## src/rtl/lfab_pkg.sv

```systemverilog
package lfab_pkg;

  typedef struct packed {
    logic [7:0] r;
    logic [7:0] g;
    logic [7:0] b;
  } rgb_t;

  typedef struct packed {
    logic       load;
    rgb_t       color;
    logic [7:0] alpha;
  } blend_req_t;

  localparam logic [1:0] CMD_BLEND = 2'd0;
  localparam logic [1:0] CMD_CLEAR = 2'd1;
  localparam logic [1:0] CMD_GAMMA = 2'd2;
  localparam logic [1:0] CMD_READ  = 2'd3;

  localparam int CFG_IDX_W  = 1;
  localparam int CFG_DATA_W = 7;
  localparam logic [CFG_IDX_W-1:0] CFG_GAMMA_EN  = 1'd0;
  localparam logic [CFG_IDX_W-1:0] CFG_CURVE_SEL = 1'd1;

  localparam logic       GAMMA_EN_RST  = 1'b1;
  localparam logic [6:0] CURVE_SEL_RST = 7'd22;
  localparam int         MASK_STRINGS  = 7;

  // [curve][channel r,g,b][lo, mid, hi]
  localparam logic [7:0] CURVE_PTS [2][3][3] = '{
    '{'{8'd4, 8'd48, 8'd170}, '{8'd6, 8'd80, 8'd255}, '{8'd4, 8'd48, 8'd240}},
    '{'{8'd1, 8'd48, 8'd221}, '{8'd2, 8'd48, 8'd221}, '{8'd1, 8'd48, 8'd221}}
  };

  // three-point piecewise-linear curve, knee at 128
  function automatic logic [7:0] apply_curve(logic [7:0] x, logic [7:0] lo,
                                             logic [7:0] mid, logic [7:0] hi);
    logic [7:0]  slope;
    logic [6:0]  seg;
    logic [14:0] prod;
    logic [7:0]  base;
    if (x == 8'd0) begin
      return 8'd0;
    end
    if (x < 8'd128) begin
      slope = mid - lo;
      seg   = 7'(x - 8'd1);
      base  = lo;
    end else begin
      slope = hi - mid;
      seg   = x[6:0];
      base  = mid;
    end
    prod = 15'(slope) * 15'(seg);
    return base + prod[14:7];
  endfunction

endpackage

```

## src/rtl/lfab_gamma.sv

```systemverilog
module lfab_gamma (
  input  lfab_pkg::rgb_t pix,
  input  logic           curve_sel,
  output lfab_pkg::rgb_t res
);

  assign res.r = lfab_pkg::apply_curve(pix.r, lfab_pkg::CURVE_PTS[curve_sel][0][0],
                   lfab_pkg::CURVE_PTS[curve_sel][0][1], lfab_pkg::CURVE_PTS[curve_sel][0][2]);
  assign res.g = lfab_pkg::apply_curve(pix.g, lfab_pkg::CURVE_PTS[curve_sel][1][0],
                   lfab_pkg::CURVE_PTS[curve_sel][1][1], lfab_pkg::CURVE_PTS[curve_sel][1][2]);
  assign res.b = lfab_pkg::apply_curve(pix.b, lfab_pkg::CURVE_PTS[curve_sel][2][0],
                   lfab_pkg::CURVE_PTS[curve_sel][2][1], lfab_pkg::CURVE_PTS[curve_sel][2][2]);

endmodule

```

## config.mk

```make
export PLATFORM = sky130hd
export DESIGN_NAME = lfab_gamma
export DESIGN_NICKNAME = d
export VERILOG_FILES = /design/src/rtl/lfab_pkg.sv /design/src/rtl/lfab_gamma.sv
export SDC_FILE = /design/constraint.sdc
export NUM_CORES = 1
export LEC_CHECK = 0
export ABC_AREA = 1
export BUFFER_PORTS_ARGS = -buffer_cell sky130_fd_sc_hd__buf_2
export CAP_MARGIN = 40
export CORE_MARGIN = 4
export CORE_UTILIZATION = 65
export DETAILED_ROUTE_END_ITERATION = 7
export MAX_ROUTING_LAYER = met4
export PLACE_DENSITY_LB_ADDON = 0.12
export SYNTH_ARGS = -nofsm -noshare
export SYNTH_HDL_FRONTEND = slang
export SYNTH_SLANG_ARGS = --single-unit
export TNS_END_PERCENT = 1
```

## constraint.sdc

```tcl
create_clock -name vclk -period 9
set_clock_uncertainty 0.2 [all_clocks]
set_input_delay 0.9 -clock vclk [all_inputs]
set_output_delay 0.9 -clock vclk [all_outputs]
set_load 0.05 [all_outputs]
```

# --- Yosys cells after proc, flatten, opt, wreduce, memory -nomap -nowiden ---
# Cells that the tools add are included.
totals:
  output_inout_bits: 24
  reg_bits: 0
  inputBits: 25
  word_cells: 53
op_classes:
  n_reduce_logical: 3
  n_mul: 3
  n_addsub: 12
  mux: 30
  magnitude_cmp: 4
  bitwise_logic: 1
ops:
  columns: ["operator", "count"]
  rows:
  - ["72-bit two-way mux", 2]
  - ["8-bit two-way mux", 18]
  - ["67-bit two-way mux", 1]
  - ["8-bit subtractor", 6]
  - ["8-bit by 7-bit multiplier with 15-bit output", 3]
  - ["7-bit two-way mux", 6]
  - ["8-bit adder", 3]
  - ["8-bit zero test", 3]
  - ["8-bit < comparator, second input constant", 3]
  - ["7-bit by 1-bit subtractor with 7-bit output, second input constant", 3]
  - ["1-bit two-way mux", 3]
  - ["2-bit greater-or-equal comparator, second input constant", 1]
  - ["1-bit inverter with 2-bit output", 1]

# --- Depth between registers and ports, before layout ---
logic_depth:
  ltp_word: 10
  ltp_mapped: 33
  mapped_depth_nobuf: 33

# --- Worst setup path before layout ---
# OpenSTA, ideal clock, no wires.
synth_timing:
  kind: "input to output"
  start: "input curve_sel"
  end: "output res[23] in the netlist's numbering"
  setup_slack_ns: 1.366
  stages: 27
  arrival_ns: 6.534
  required_ns: 7.900
  n_path_buf: 1
  path_cell_list: "inv_1 > clkbuf_1 > ha_1 > clkinv_1 > nor2_1 > inv_1 > fa_1 > inv_1 > fa_1 > fa_1 > inv_1 > fa_1 > inv_1 > ha_1 > nand2_1 > inv_1 > nand2_1 > nand2_1 > a21oi_1 > nand2_1 > xor2_1 > ha_1 > a21oi_1 > or2_1 > nand3_1 > nand2_1 > nor2_1"
synth_rtl:
  columns: ["item", "line_no", "source"]
  rows:
  - ["start, declared", "lfab_gamma.sv:3", "input logic curve_sel,"]
  - ["end, declared", "lfab_gamma.sv:4", "output lfab_pkg::rgb_t res"]

==> results_dict.tcl <==
set metrics [dict create \
    track_usage_pct 24.5 \
    std_cell_rows 34 \
    post_cts_buffers 0 \
    drv_cap 0 \
    fmax_mhz 122 \
    routedWlPerCell_um 12.5 \
    yosys.area.top_type "ha_1" \
    yosys-top-cells-area "ha_1, fa_1, inv_1" \
    grt_pass1_vias 5518 \
    dpl.cell_count 1014 \
    hp-class "input port to output pin" \
    postRouteAntennaNets 0 \
    synth_area_um2 6060 \
    end_kind "output pin" \
    grt_max_degree 16 \
    syn_to_final_growth_pct 5.96 \
    critical_path_required_ns 7.90 \
    drc 0 \
    start_util_pct 68.2 \
    grt_remaining_overflow 0 \
    firstDrtPassIters 5 \
    routabilityCongestion 0.900 \
    rsz0062_at_grt "false" \
    cts_hold_buf 0 \
    cp_max_fo 13 \
    core-area_um2 8890 \
    synth.distinct_cells 39 \
    via_count 5358 \
    final_area_um2 6420 \
    grt_pass1_wl_um 22800 \
    finalCriticalPeriod_ns 8.17 \
    port_buffers 49 \
    vias_per_cell 5.28 \
    finalCritPeriodShare_pct 90.8 \
    regArea_um2 0 \
    synth.most_common_cell "inv_1" \
    worst_slew_pin_slew_ns 0.720 \
    grt_antenna_before_repair 0 \
    nClkBuffers 0 \
    die_h_um 105 \
    setup_viol_count_final 0 \
    fin_cells 1014 \
    relSlewSlack_pct 51.8 \
    min_path_cells 4 \
    ys_seq_area_share_pct 0 \
    syn_nets 1092 \
    final_hold_viol_count 0 \
    nNetsFinal 1138 \
    diodes 0 \
    post_cts_resized 0 \
    num_io_pins 49 \
    initialDrtViolationCount 228 \
    dieWidth_um 105 \
    drive_gt1_share_pct 9.05 \
    dp_hpwl_um 11500 \
    start_kind "input port" \
    dieArea_um2 10900 \
    synth_top_cell_area_share_pct 27.7 \
    ys_warn_count 0 \
    final_max_slew_viol_count 0 \
    synth_area_per_cell_um2 7.03 \
    fillers 756 \
    syn-instance-count 862 \
    criticalPathCategory "input port to output pin" \
    status "finished, final reports clean" \
    flops_and_latches 0 \
    worstPathArrival_ns 7.07 \
    drt-total-wl_um 12600 \
    synth_common_cells "inv_1, nand2_1, ha_1" \
    dpl_cell_area_um2 6420 \
    setup_tns_ns 0 \
]
cells by family (layout without fill, tap and decap cells):
| family | count (synthesis) | in the layout | share of synthesized area (%) |
|---|---|---|---|
| AO/OA/AOI/OAI | 75 | 75 | 6.93 |
| XOR/XNOR | 27 | 27 | 3.90 |
| adder cells (fa/ha/maj) | 205 | 205 | 51.1 |
| buffers and inverters | 222 | 266 | 13.8 |
| AND/OR/NAND/NOR | 333 | 333 | 24.3 |
final cells by class:
cell class / instances / area (um2) / share of cell area [%]
inverters: 216 / 811 / 12.6
repair buffers: 50 / 253 / 3.93
multi-input cells: 640 / 5230 / 81.3
well taps: 108 / 135 / 2.10
layer usage:
| metal | part of all wire, % | up-vias | GRT usage (%) |
|---|---|---|---|
| met1 | 45 | 2473 | 30.8 |
| met5 | 0 | - | - |
| li1 | - | 2751 | - |
| met2 | 49 | 108 | 43.5 |
| met4 | 2.9 | 0 | 6.75 |
| met3 | 2.8 | 26 | 1.05 |
per-stage QoR:
stage	util (%)	setup WS (ns)	hold WS (ns)
global placement	72.3	1.01	2.18
finish	72.3	0.831	2.19
floorplan	-	1.37	2.09
CTS	72.3	0.834	2.18
detailed placement	72.3	0.844	2.18
global route	72.3	0.394	2.23
cells in the final DEF (no fill, tap or decap), types with 2 or more instances in the layout:
master    instances
o21bai_1          4
a21o_1            3
o21ai_2           2
inv_2             3
nor2_1          106
inv_1           212
nand2_1         139
buf_2            49
nand3_2           2
nand4_1           7
nand2_2          16
and2_1            4
nor3_1            3
ha_1            134
nand3b_1          5
o21ai_0          13
or2_1             3
nand4_2           2
o21ai_1           3
nand2_4           2
xnor2_1           6
a31oi_1           2
a21oi_1          43
nand3_1          38
fa_1             71
xor2_1           21
critical path: stages:
cell      delay (ns)
buf_2           0.22
inv_1           0.37
ha_1            0.39
clkinv_1        0.32
nor2_1          0.25
inv_1           0.09
fa_1            0.54
inv_1           0.05
fa_1            0.46
fa_1            0.54
inv_1           0.06
fa_1            0.54
inv_1           0.04
ha_1            0.37
nand2_1         0.17
inv_1           0.05
nand2_1         0.06
nand2_1         0.06
a21oi_1         0.13
nand2_1         0.10
xor2_1          0.15
ha_1            0.32
a21oi_1         0.11
or2_1           0.25
nand3_1         0.10
nand2_1         0.05
nor2_1          0.08
buf_2           0.26
worst paths after layout:
kind | startpoint | endpoint | slack (ns)
max | curve_sel | res[23] | 0.83
min | pix[14] | res[9] | 2.19
Power is not shown: default switching activity piles up to over one toggle a cycle in this logic, so the estimate is an artifact.
