==> src/rtl/lfab_pkg.sv <==
package lfab_pkg;

  typedef struct packed {
    logic [7:0] r;
    logic [7:0] g;
    logic [7:0] b;
  } rgb_t;

  typedef struct packed {
    logic       load;
    rgb_t       color;
    logic [7:0] alpha;
  } blend_req_t;

  localparam logic [1:0] CMD_BLEND = 2'd0;
  localparam logic [1:0] CMD_CLEAR = 2'd1;
  localparam logic [1:0] CMD_GAMMA = 2'd2;
  localparam logic [1:0] CMD_READ  = 2'd3;

  localparam int CFG_IDX_W  = 1;
  localparam int CFG_DATA_W = 7;
  localparam logic [CFG_IDX_W-1:0] CFG_GAMMA_EN  = 1'd0;
  localparam logic [CFG_IDX_W-1:0] CFG_CURVE_SEL = 1'd1;

  localparam logic       GAMMA_EN_RST  = 1'b1;
  localparam logic [6:0] CURVE_SEL_RST = 7'd22;
  localparam int         MASK_STRINGS  = 7;

  // [curve][channel r,g,b][lo, mid, hi]
  localparam logic [7:0] CURVE_PTS [2][3][3] = '{
    '{'{8'd4, 8'd48, 8'd170}, '{8'd6, 8'd80, 8'd255}, '{8'd4, 8'd48, 8'd240}},
    '{'{8'd1, 8'd48, 8'd221}, '{8'd2, 8'd48, 8'd221}, '{8'd1, 8'd48, 8'd221}}
  };

  // three-point piecewise-linear curve, knee at 128
  function automatic logic [7:0] apply_curve(logic [7:0] x, logic [7:0] lo,
                                             logic [7:0] mid, logic [7:0] hi);
    logic [7:0]  slope;
    logic [6:0]  seg;
    logic [14:0] prod;
    logic [7:0]  base;
    if (x == 8'd0) begin
      return 8'd0;
    end
    if (x < 8'd128) begin
      slope = mid - lo;
      seg   = 7'(x - 8'd1);
      base  = lo;
    end else begin
      slope = hi - mid;
      seg   = x[6:0];
      base  = mid;
    end
    prod = 15'(slope) * 15'(seg);
    return base + prod[14:7];
  endfunction

endpackage

==> src/rtl/lfab_blend.sv <==
module lfab_blend (
  input  logic                clk,
  input  lfab_pkg::blend_req_t req,
  input  lfab_pkg::rgb_t      old_px,
  output lfab_pkg::rgb_t      res_px
);

  logic [7:0]  new_c [3];
  logic [7:0]  old_c [3];
  logic [7:0]  inv_alpha;
  logic [15:0] prod_new_r [3];
  logic [15:0] prod_old_r [3];
  logic [7:0]  lane_res [3];

  assign inv_alpha = 8'd255 - req.alpha;
  assign new_c[0] = req.color.r;
  assign new_c[1] = req.color.g;
  assign new_c[2] = req.color.b;
  assign old_c[0] = old_px.r;
  assign old_c[1] = old_px.g;
  assign old_c[2] = old_px.b;

  always_ff @(posedge clk) begin
    if (req.load) begin
      for (int i = 0; i < 3; i++) begin
        prod_new_r[i] <= 16'(new_c[i]) * 16'(req.alpha);
        prod_old_r[i] <= 16'(old_c[i]) * 16'(inv_alpha);
      end
    end
  end

  // x / 255 == (x + 1 + (x >> 8)) >> 8 for x up to 255*255
  always_comb begin
    logic [16:0] sum;
    logic [16:0] q;
    for (int i = 0; i < 3; i++) begin
      sum = 17'(prod_new_r[i]) + 17'(prod_old_r[i]);
      q   = sum + 17'd1 + 17'(sum[16:8]);
      lane_res[i] = q[15:8];
    end
  end

  assign res_px.r = lane_res[0];
  assign res_px.g = lane_res[1];
  assign res_px.b = lane_res[2];

endmodule

==> config.mk <==
export PLATFORM = sky130hd
export DESIGN_NAME = lfab_blend
export DESIGN_NICKNAME = d
export VERILOG_FILES = /design/src/rtl/lfab_pkg.sv /design/src/rtl/lfab_blend.sv
export SDC_FILE = /design/constraint.sdc
export NUM_CORES = 1
export LEC_CHECK = 0
export BUFFER_PORTS_ARGS = -buffer_cell sky130_fd_sc_hd__buf_2
export CORE_MARGIN = 2
export CORE_UTILIZATION = 60
export DETAILED_ROUTE_END_ITERATION = 8
export PLACE_DENSITY = 0.83
export SLEW_MARGIN = 40
export SYNTH_ARGS = -nofsm -noshare
export SYNTH_HDL_FRONTEND = slang
export SYNTH_SLANG_ARGS = --single-unit
export TNS_END_PERCENT = 50
==> constraint.sdc <==
create_clock -name clk -period 11.57 [get_ports clk]
set_input_delay 2.8925 -clock clk [delete_from_list [all_inputs] [get_ports clk]]
set_output_delay 2.8925 -clock clk [all_outputs]
set_load 0.1 [all_outputs]
# --- Yosys cells after proc, flatten, opt, wreduce, memory -nomap -nowiden ---
# Memory sizes are Yosys's and may differ from the RTL's.
# Cells that the tools add are included.
totals:
  regBits: 0
  mem_bits_rw: 96
  input_bits: 58
  output_inout_bits: 24
  wordCells: 20
  n_memories: 2
memory_table:
  columns: ["name", "words", "width", "rd", "rd_ports_with_merged_regs", "wr", "line", "rtl"]
  rows:
  - ["prod_new_r", 3, 16, 3, 0, 3, "lfab_blend.sv:11", "logic [15:0] prod_new_r [3];"]
  - ["prod_old_r", 3, 16, 3, 0, 3, "lfab_blend.sv:12", "logic [15:0] prod_old_r [3];"]
op_classes:
  n_addsub: 10
  mul: 6
  muxes: 2
op_table:
  columns: ["op", "count"]
  rows:
  - ["multiplier 8 x 8 -> 16 bit", 6]
  - ["adder 16 x 16 -> 17 bit", 3]
  - ["adder 16 x 1 -> 16 bit (second input constant)", 3]
  - ["adder 16 x 9 -> 16 bit", 3]
  - ["subtractor 8 bit (first input constant)", 1]
  - ["two-way mux 1 bit", 2]

# --- Longest topological paths before layout ---
# Gate-level depths: netlist of the first run.
depth:
  word_depth: 3
  ltp_mapped: 20
  ltp_nobuf: 20

# --- Worst setup path after synthesis of the first run ---
# No wires, ideal clock.
synth_path:
  path_kind: "register to output"
  startpoint: "memory prod_new_r[1][0], in the netlist prod_new_r[0][16]"
  endpoint: "output res_px[14] (netlist bit)"
  arrival_ns: 5.298
  t_required_ns: 8.677
  setup_slack_ns: 3.379
  path_stages_with_launch: 21
  path_buffers: 0
  cell_sequence: "edfxtp_1 ha_1 inv_1 fa_1 nor2b_1 o31a_1 o2111ai_1 a21boi_0 o311ai_0 a21oi_1 o21ai_0 nand2b_1 ha_1 a211oi_1 o211ai_1 o22ai_1 a2111o_1 a21oi_1 and4_1 nand2_1 xnor2_1"
synth_lines:
  columns: ["item", "line", "rtl"]
  rows:
  - ["start, declared", "lfab_blend.sv:11", null]
  - ["end, declared", "lfab_blend.sv:5", "output lfab_pkg::rgb_t res_px"]

==> flow_metrics.py, run 1 <==
metrics = {
    "outcome": {
        "status": "complete, no violations",
    },
    "synthesis": {
        "yosys_warnings": 0,
        "synth_seq_cells": 96,
        "syn_area_um2": 18630,
        "synth_ff_type": "edfxtp_1",
        "ys_types": 65,
        "synth_edf_count": 96,
        "avgSynthCellArea_um2": 9.366,
        "ys_seq_area_frac": 0.1547,
        "synthArstFlopShare": 0,
        "syn-num-nets": 2554,
        "synth_cells": 1989,
    },
    "sta": {
        "clock.fmax_ghz": 0.1227,
        "maxSlewHeadroom": 0.5456,
        "finalHoldViolCount": 0,
        "final_max_slew_viol_count": 0,
        "period_needed_ps": 8152,
        "rsz0062_at_grt": "no",
        "finalCritPeriodShare": 0.7046,
        "tightest_slew_ps": 681.6,
        "finalSetupTns_ps": 0,
        "setup_viol": 0,
    },
    "grt": {
        "track_usage": 0.2499,
        "grtUsageMet2": 0.4382,
        "grt_pass1_wl_um": 67030,
        "grt_max_degree": 73,
        "grt_pass1_vias": 14164,
        "antenna_found_initial": 2,
        "grt.busiest_layer": "met2",
        "gr-usage-met1": 0.3308,
        "gr-total-overflow": 0,
        "gr-usage-met3": 0.02951,
    },
    "floorplan": {
        "die_y_um": 180.2,
        "initial_core_util": 0.6090,
        "coreArea_um2": 30590,
        "fp.dieW_um": 180.2,
        "dieArea_um2": 32470,
        "ioPinCount": 82,
        "fp-row-count": 64,
    },
    "hold_path": {
        "min_from": "req[32]",
        "hp-class": "in2reg",
        "min_path_cells": 1,
        "min_to": "prod_old_r[0][45]",
    },
    "worst_setup_path": {
        "critPathTopFamily": "compound AO/OA/AOI/OAI gates",
        "max_stage_delay_ps": 420,
        "crit_arrival_ps": 5260,
        "end_kind": "output pin",
        "crit_type": "reg2out",
        "startpoint_type": "flip-flop",
        "critical_path_buf_inv_count": 2,
        "critical_path_required_ps": 8680,
        "path_max_fanout": 6,
        "cp_cell_sequence": "ha_1 -> inv_1 -> fa_1 -> nor2b_1 -> o31a_1 -> o2111ai_1 -> a21boi_0 -> o311ai_0 -> a21oi_1 -> nor2b_1 -> ha_1 -> nand2_1 -> o211ai_1 -> o22ai_1 -> a2111o_1 -> a21oi_1 -> and4_1 -> nand4b_1 -> xor3_1 -> buf_2",
        "cp_slowest_cell": "buf_2",
    },
    "drt": {
        "routedWlPerCell_um": 15.87,
        "vias_per_cell": 5.579,
        "routed_wl_um": 38760,
        "ant_nets": 0,
        "dr.pass1.iters": 6,
        "drtIter0Drc": 762,
        "vias": 13630,
        "drc_errors": 0,
    },
    "clock_tree": {
        "cts_resized": 0,
        "cts_made_buffers": 9,
        "cts_hold_buf": 0,
        "cts_root_buf": "clkbuf_16",
        "clock-sinks": 96,
        "postCtsSetupBuffers": 0,
        "cts_tree": "done",
        "htree_levels": 3,
        "clockBufferDepth": 2,
        "clk_transition_reported_paths_ps": 80,
    },
    "layout": {
        "final_core_util": 0.6445,
        "fin_nets": 2606,
        "drive_gt1_frac": 0.05914,
        "area_growth_pct": 5.823,
    },
    "place": {
        "post-dp-hpwl_um": 30680,
        "port_buffers": 81,
        "place_congestion": 0.8766,
    },
    "flow_run": {
        "max_cap_violations": 0,
    },
}
## synthesized netlist by cell type (all sizes together), types with 3 or more instances
cell type,count,area (um^2)
nand3,17,85.08
nand4,4,25.02
o22ai,4,25.02
o41a,4,45.04
nand2,83,311.6
xor2,16,147.7
a41o,5,50.05
o2111ai,3,26.28
or2,6,37.54
nand2b,43,269.0
a21o,30,225.2
and3,7,43.79
a211oi,9,67.56
or3,5,31.28
clkbuf,45,168.9
and4,5,46.29
a2111oi,4,35.03
nor2b,180,1126
a31oi,7,43.79
a21oi,67,335.3
o211ai,7,52.55
fa,219,4384
nor2,82,307.8
nor3,24,120.1
o21ai,48,240.2
nor4,3,18.77
a21boi,11,82.58
ha,288,3603
edfxtp,96,2883
and2,163,1020
o41ai,5,43.79
xnor2,103,902.1
o21a,16,127.6
o21bai,8,60.06
o31a,5,45.04
inv,332,1246
o31ai,6,45.04
a41oi,3,26.28
## flip-flops by register name, indices dropped and copies added (netlist names)
| signal | cells |
|---|---|
| prod_new_r | 48 |
| prod_old_r | 48 |
## cell type report
class / instances / area (um^2)
sequential: 96 / 2883
antenna: 1 / 2.502
multi-input combinational: 1516 / 14330
inverter: 332 / 1246
fill: 2453 / 10880
tap: 396 / 495.5
clock buffer: 9 / 225.2
clock inverter: 7 / 71.32
timing repair buffer: 86 / 459.2
## metrics by stage
stage               std cells  hold WS, ps  setup WS (ps)  cell area [um^2]
finish                   2443         2943           3418             19710
global route             2442         2944           3013             19710
CTS                      2442         2937           3425             19710
detailed placement       2426         3329           3857             19410
global placement         2426         3312           3912             19400
floorplan                1989         3005           3379             18630
## how the worst max path moves through the flow
stage                 startpoint                end  slack (ps)  cells past startpoint
3_3_place_gp              req[3]  prod_new_r[0][15]        3910                     16
3_5_place_dp   prod_new_r[0][16]         res_px[15]        3860                     20
6_report       prod_new_r[0][16]         res_px[15]        3420                     20
5_1_grt        prod_new_r[0][16]         res_px[15]        3010                     21
4_1_cts        prod_new_r[0][16]         res_px[15]        3430                     20
2_1_floorplan  prod_new_r[0][16]         res_px[14]        3380                     20
## routing by layer
| layer | up-vias | part of all wire |
|---|---|---|
| li1 | 6583 | - |
| met1 | 6700 | 0.44 |
| met2 | 289 | 0.50 |
| met3 | 56 | 0.040 |
| met4 | 2 | 0.017 |
| met5 | - | 0.00034 |
## logic make-up after synthesis
kind of cell,synth area share
AND/OR/NAND/NOR,0.1891
AO/OA/AOI/OAI,0.09128
adder cells (fa/ha/maj),0.4288
buffers and inverters,0.07596
flip-flops,0.1547
multiplexers,0.002485
XOR/XNOR,0.05763
## cells in the final DEF (no fill, tap or decap), types with 6 or more instances in the layout
cell / instances
nor2_1: 82
o21bai_1: 8
edfxtp_1: 96
ha_1: 288
nand2b_1: 43
and2_1: 163
buf_2: 76
a211oi_1: 9
fa_1: 219
xor2_1: 15
a21o_1: 30
nand3_1: 17
and3_1: 7
o21ai_0: 48
inv_1: 332
nor2b_1: 180
o211ai_1: 7
nor3_1: 24
clkbuf_16: 9
a21boi_0: 11
nand2_1: 83
a31oi_1: 7
or2_2: 6
o21a_1: 15
buf_4: 9
o31ai_1: 6
xnor2_1: 103
a21oi_1: 67
Power of run 1 is not shown: default switching activity piles up to over one toggle a cycle in this logic, so the estimate is an artifact.
==> run 2: changes to the inputs <==
Clock period 11.57 ns to 8.1 ns, I/O delays scaled along.
==> run 2 against run 1 <==
Core utilization up 0.16 points. Global-route usage rose by 0.56 points. Via count is 0.53% higher. Count of clock-buffer cells in the layout stayed put. Sequential cell count unchanged. Die area is the same. Largest cell class unchanged. Highest routed layer unchanged.
==> flow_metrics.py, run 2 (same netlist as run 1, synthesis figures left out) <==
metrics = {
    "sta": {
        "tightest_slew_ps": 834.3,
        "clock.fmax_ghz": 0.1377,
        "finalSetupTns_ps": 0,
        "hold_slack_ps": 2064,
        "finalHoldViolCount": 0,
        "final_max_slew_viol_count": 0,
        "maxSlewHeadroom": 0.4438,
        "setup_viol": 0,
        "period_needed_ps": 7260,
        "finalCritPeriodShare": 0.8963,
        "rsz0062_at_grt": "no",
    },
    "drt": {
        "vias_per_cell": 5.595,
        "vias": 13702,
        "dr.pass1.iters": 5,
        "routed_wl_um": 39700,
        "drtIter0Drc": 835,
        "routedWlPerCell_um": 16.21,
        "drc_errors": 0,
        "ant_nets": 0,
    },
    "floorplan": {
        "die_y_um": 180.2,
        "coreArea_um2": 30590,
        "dieArea_um2": 32470,
        "ioPinCount": 82,
        "fp-row-count": 64,
        "initial_core_util": 0.6090,
        "fp.dieW_um": 180.2,
    },
    "grt": {
        "grt_max_degree": 73,
        "track_usage": 0.2555,
        "antenna_found_initial": 4,
        "gr-total-overflow": 0,
        "grt_pass1_wl_um": 68590,
        "grt_pass1_vias": 14637,
    },
    "clock_tree": {
        "postCtsSetupBuffers": 0,
        "clock-sinks": 96,
        "cts_made_buffers": 9,
        "clk_transition_reported_paths_ps": 90,
        "cts_root_buf": "clkbuf_16",
        "htree_levels": 3,
        "clockBufferDepth": 2,
        "cts_tree": "done",
        "cts_hold_buf": 0,
        "cts_resized": 0,
    },
    "layout": {
        "drive_gt1_frac": 0.06098,
        "layout_commonest_cell": "inv_1",
        "area_growth_pct": 6.092,
        "fin_nets": 2610,
        "final_area_um2": 19760,
        "largestRegisters": "prod_new_r: 48 flops, prod_old_r: 48 flops",
        "final_cell_mix": "inv_1, ha_1, fa_1",
    },
    "place": {
        "post-dp-hpwl_um": 31610,
        "place_area_um2": 19420,
        "port_buffers": 81,
        "place_congestion": 0.8724,
    },
    "worst_setup_path": {
        "end_kind": "output pin",
        "startpoint_type": "flip-flop",
        "path_max_fanout": 6,
        "critical_path_required_ps": 6080,
        "crit_arrival_ps": 5230,
        "crit_type": "reg2out",
    },
    "hold_path": {
        "min_path_cells": 1,
        "min_from": "req[32]",
        "min_to": "prod_old_r[0][47]",
        "hp-class": "in2reg",
    },
    "outcome": {
        "status": "complete, no violations",
    },
    "flow_run": {
        "max_cap_violations": 0,
    },
}
-- run 2: worst max path at each step --
| stage | from | endpoint | slack, ps |
|---|---|---|---|
| after floorplan | prod_new_r[0][16] | res_px[14] | 780 |
| after global placement | req[2] | prod_new_r[0][31] | 1270 |
| after detailed placement | req[2] | prod_new_r[0][31] | 1160 |
| after CTS | prod_new_r[0][16] | res_px[15] | 750 |
| after global routing | prod_new_r[0][16] | res_px[15] | 460 |
| final | prod_new_r[0][16] | res_px[15] | 840 |
-- run 2: through the flow --
step	util	cells	setup slack [ps]
global route	0.6459	2447	458.8
finish	0.6461	2449	840.4
global placement	0.6347	2428	1275
CTS	0.6444	2444	754.4
floorplan	-	1989	776.7
detailed placement	0.6349	2428	1159
-- run 2: worst max-delay path: stages (launching register included) --
cell and delay, ps:
edfxtp_1 380, ha_1 240, inv_1 70, fa_1 200
nor2b_1 70, o31a_1 310, o2111ai_1 310, a21boi_0 130
o311ai_0 390, a21oi_1 160, o21ai_0 170, nand2b_1 80
ha_1 330, a211oi_1 80, o211ai_1 110, o22ai_1 130
a2111o_1 350, a21oi_1 260, and4_1 310, nand4b_1 130
xor3_1 220, buf_2 430
-- run 2: area by class of cell --
type | count | area (um^2)
multi-input cells | 1516 | 14330
fillers | 2471 | 10830
flip-flops and latches | 96 | 2883
inverters | 332 | 1246
repair buffers | 90 | 511.7
well taps | 396 | 495.5
clock buffers | 9 | 225.2
clock inverters | 7 | 63.81
diodes | 3 | 7.507
-- run 2: metal layers --
| metal | share of wire | GRT usage | vias to the layer above |
|---|---|---|---|
| li1 | - | - | 6591 |
| met1 | 0.43 | 0.3233 | 6751 |
| met2 | 0.50 | 0.4530 | 298 |
| met3 | 0.050 | 0.03981 | 60 |
| met4 | 0.019 | 0.07355 | 2 |
| met5 | 0.00035 | 0 | - |
Power of run 2 is left out for the same reason.
==> run 3: changes to the inputs <==
Settings changed: CORE_ASPECT_RATIO from default to 2, CORE_UTILIZATION 60 to 40, PLACE_DENSITY 0.83 to 0.61.
Clock period 8.1 ns to 9.3 ns, I/O delays scaled along.
==> run 3 against run 2 <==
Count of clock-buffer cells in the layout stayed put. Worst hold slack better by 310 ps. Die area is 49% higher. Wire length is 5.4% higher. Critical path type unchanged. Via count is 0.85% lower.
==> flow_metrics.py, run 3 (same netlist as run 1, synthesis figures left out) <==
metrics = {
    "clock_tree": {
        "clock-sinks": 96,
        "clk_transition_reported_paths_ps": 70,
        "cts_tree": "done",
        "clockBufferDepth": 2,
        "postCtsSetupBuffers": 0,
        "cts_made_buffers": 9,
        "cts_hold_buf": 0,
        "cts_root_buf": "clkbuf_16",
        "htree_levels": 3,
        "cts_resized": 0,
    },
    "worst_setup_path": {
        "startpoint_type": "flip-flop",
        "end_kind": "output pin",
        "crit_arrival_ps": 5240,
        "critical_path_required_ps": 6980,
        "crit_type": "reg2out",
        "path_max_fanout": 6,
    },
    "layout": {
        "fin_nets": 2607,
        "area_growth_pct": 7.321,
        "layout_commonest_cell": "inv_1",
        "drive_gt1_frac": 0.05960,
        "fill_cells": 4528,
        "final_cell_mix": "inv_1, ha_1, fa_1",
        "final_core_util": 0.4349,
        "largestRegisters": "prod_new_r: 48 flops, prod_old_r: 48 flops",
    },
    "sta": {
        "hold_slack_ps": 2374,
        "tightest_slew_ps": 744.3,
        "rsz0062_at_grt": "no",
        "finalHoldViolCount": 0,
        "final_max_slew_viol_count": 0,
        "setup_viol": 0,
        "finalCritPeriodShare": 0.8138,
        "clock.fmax_ghz": 0.1321,
        "period_needed_ps": 7569,
        "finalSetupTns_ps": 0,
        "maxSlewHeadroom": 0.5038,
    },
    "drt": {
        "vias_per_cell": 5.088,
        "drc_errors": 0,
        "ant_nets": 0,
        "routed_wl_um": 41850,
        "drtIter0Drc": 450,
        "routedWlPerCell_um": 15.67,
        "vias": 13585,
        "dr.pass1.iters": 5,
    },
    "floorplan": {
        "coreArea_um2": 45970,
        "dieArea_um2": 48420,
        "fp-row-count": 111,
        "die_y_um": 309.2,
        "fp.dieW_um": 156.6,
        "initial_core_util": 0.4052,
        "ioPinCount": 82,
    },
    "grt": {
        "grt_max_degree": 53,
        "grt_pass1_wl_um": 70240,
        "antenna_found_initial": 7,
        "grt_pass1_vias": 14536,
        "gr-total-overflow": 0,
        "track_usage": 0.1836,
    },
    "place": {
        "post-dp-hpwl_um": 34490,
        "place_congestion": 0.8481,
        "port_buffers": 81,
    },
    "outcome": {
        "status": "complete, no violations",
    },
    "hold_path": {
        "hp-class": "in2reg",
    },
    "flow_run": {
        "max_cap_violations": 0,
    },
}
## run 3: cell type report
cell class	count	area (um^2)	share of cell area
diodes	2	5.005	0.0002503
clock buffers	9	225.2	0.01126
flip-flops and latches	96	2883	0.1442
clock inverters	7	62.56	0.003129
multi-input cells	1516	14330	0.7168
inverters	332	1246	0.06233
repair buffers	87	462.9	0.02316
well taps	621	777.0	0.03886
## run 3: worst max-delay path, stage by stage (launching register included)
cell       delay (ps)
edfxtp_1          370
ha_1              230
inv_1              70
fa_1              190
nor2b_1            70
o31a_1            310
o2111ai_1         320
a21boi_0          140
o311ai_0          410
a21oi_1           160
o21ai_0           170
nand2b_1           80
ha_1              330
a211oi_1           90
o211ai_1          130
o22ai_1           130
a2111o_1          340
a21oi_1           270
and4_1            310
nand4b_1          120
xor3_1            200
buf_2             420
## run 3: worst paths after layout
check	startpoint	endpoint	slack, ps	cells past startpoint
max	prod_new_r[0][16]	res_px[15]	1730	21
min	req[16]	prod_new_r[0][16]	2370	2
## run 3: layer usage
| metal | track usage | wire length (um) | up-vias |
|---|---|---|---|
| li1 | - | - | 6580 |
| met1 | 0.1919 | 15650 | 6752 |
| met3 | 0.02340 | 1098 | 74 |
| met2 | 0.3618 | 23620 | 169 |
| met4 | 0.07467 | 1428 | 10 |
| met5 | 0 | 56 | - |
## run 3: through the flow
stage,std cells,worst slack (ps),area (um^2)
floorplan,1989,1677,18630
global placement,2652,2134,19690
detailed placement,2652,2090,19700
CTS,2668,1667,19990
global route,2670,1275,19990
finish,2670,1731,19990
Power of run 3 is left out for the same reason.
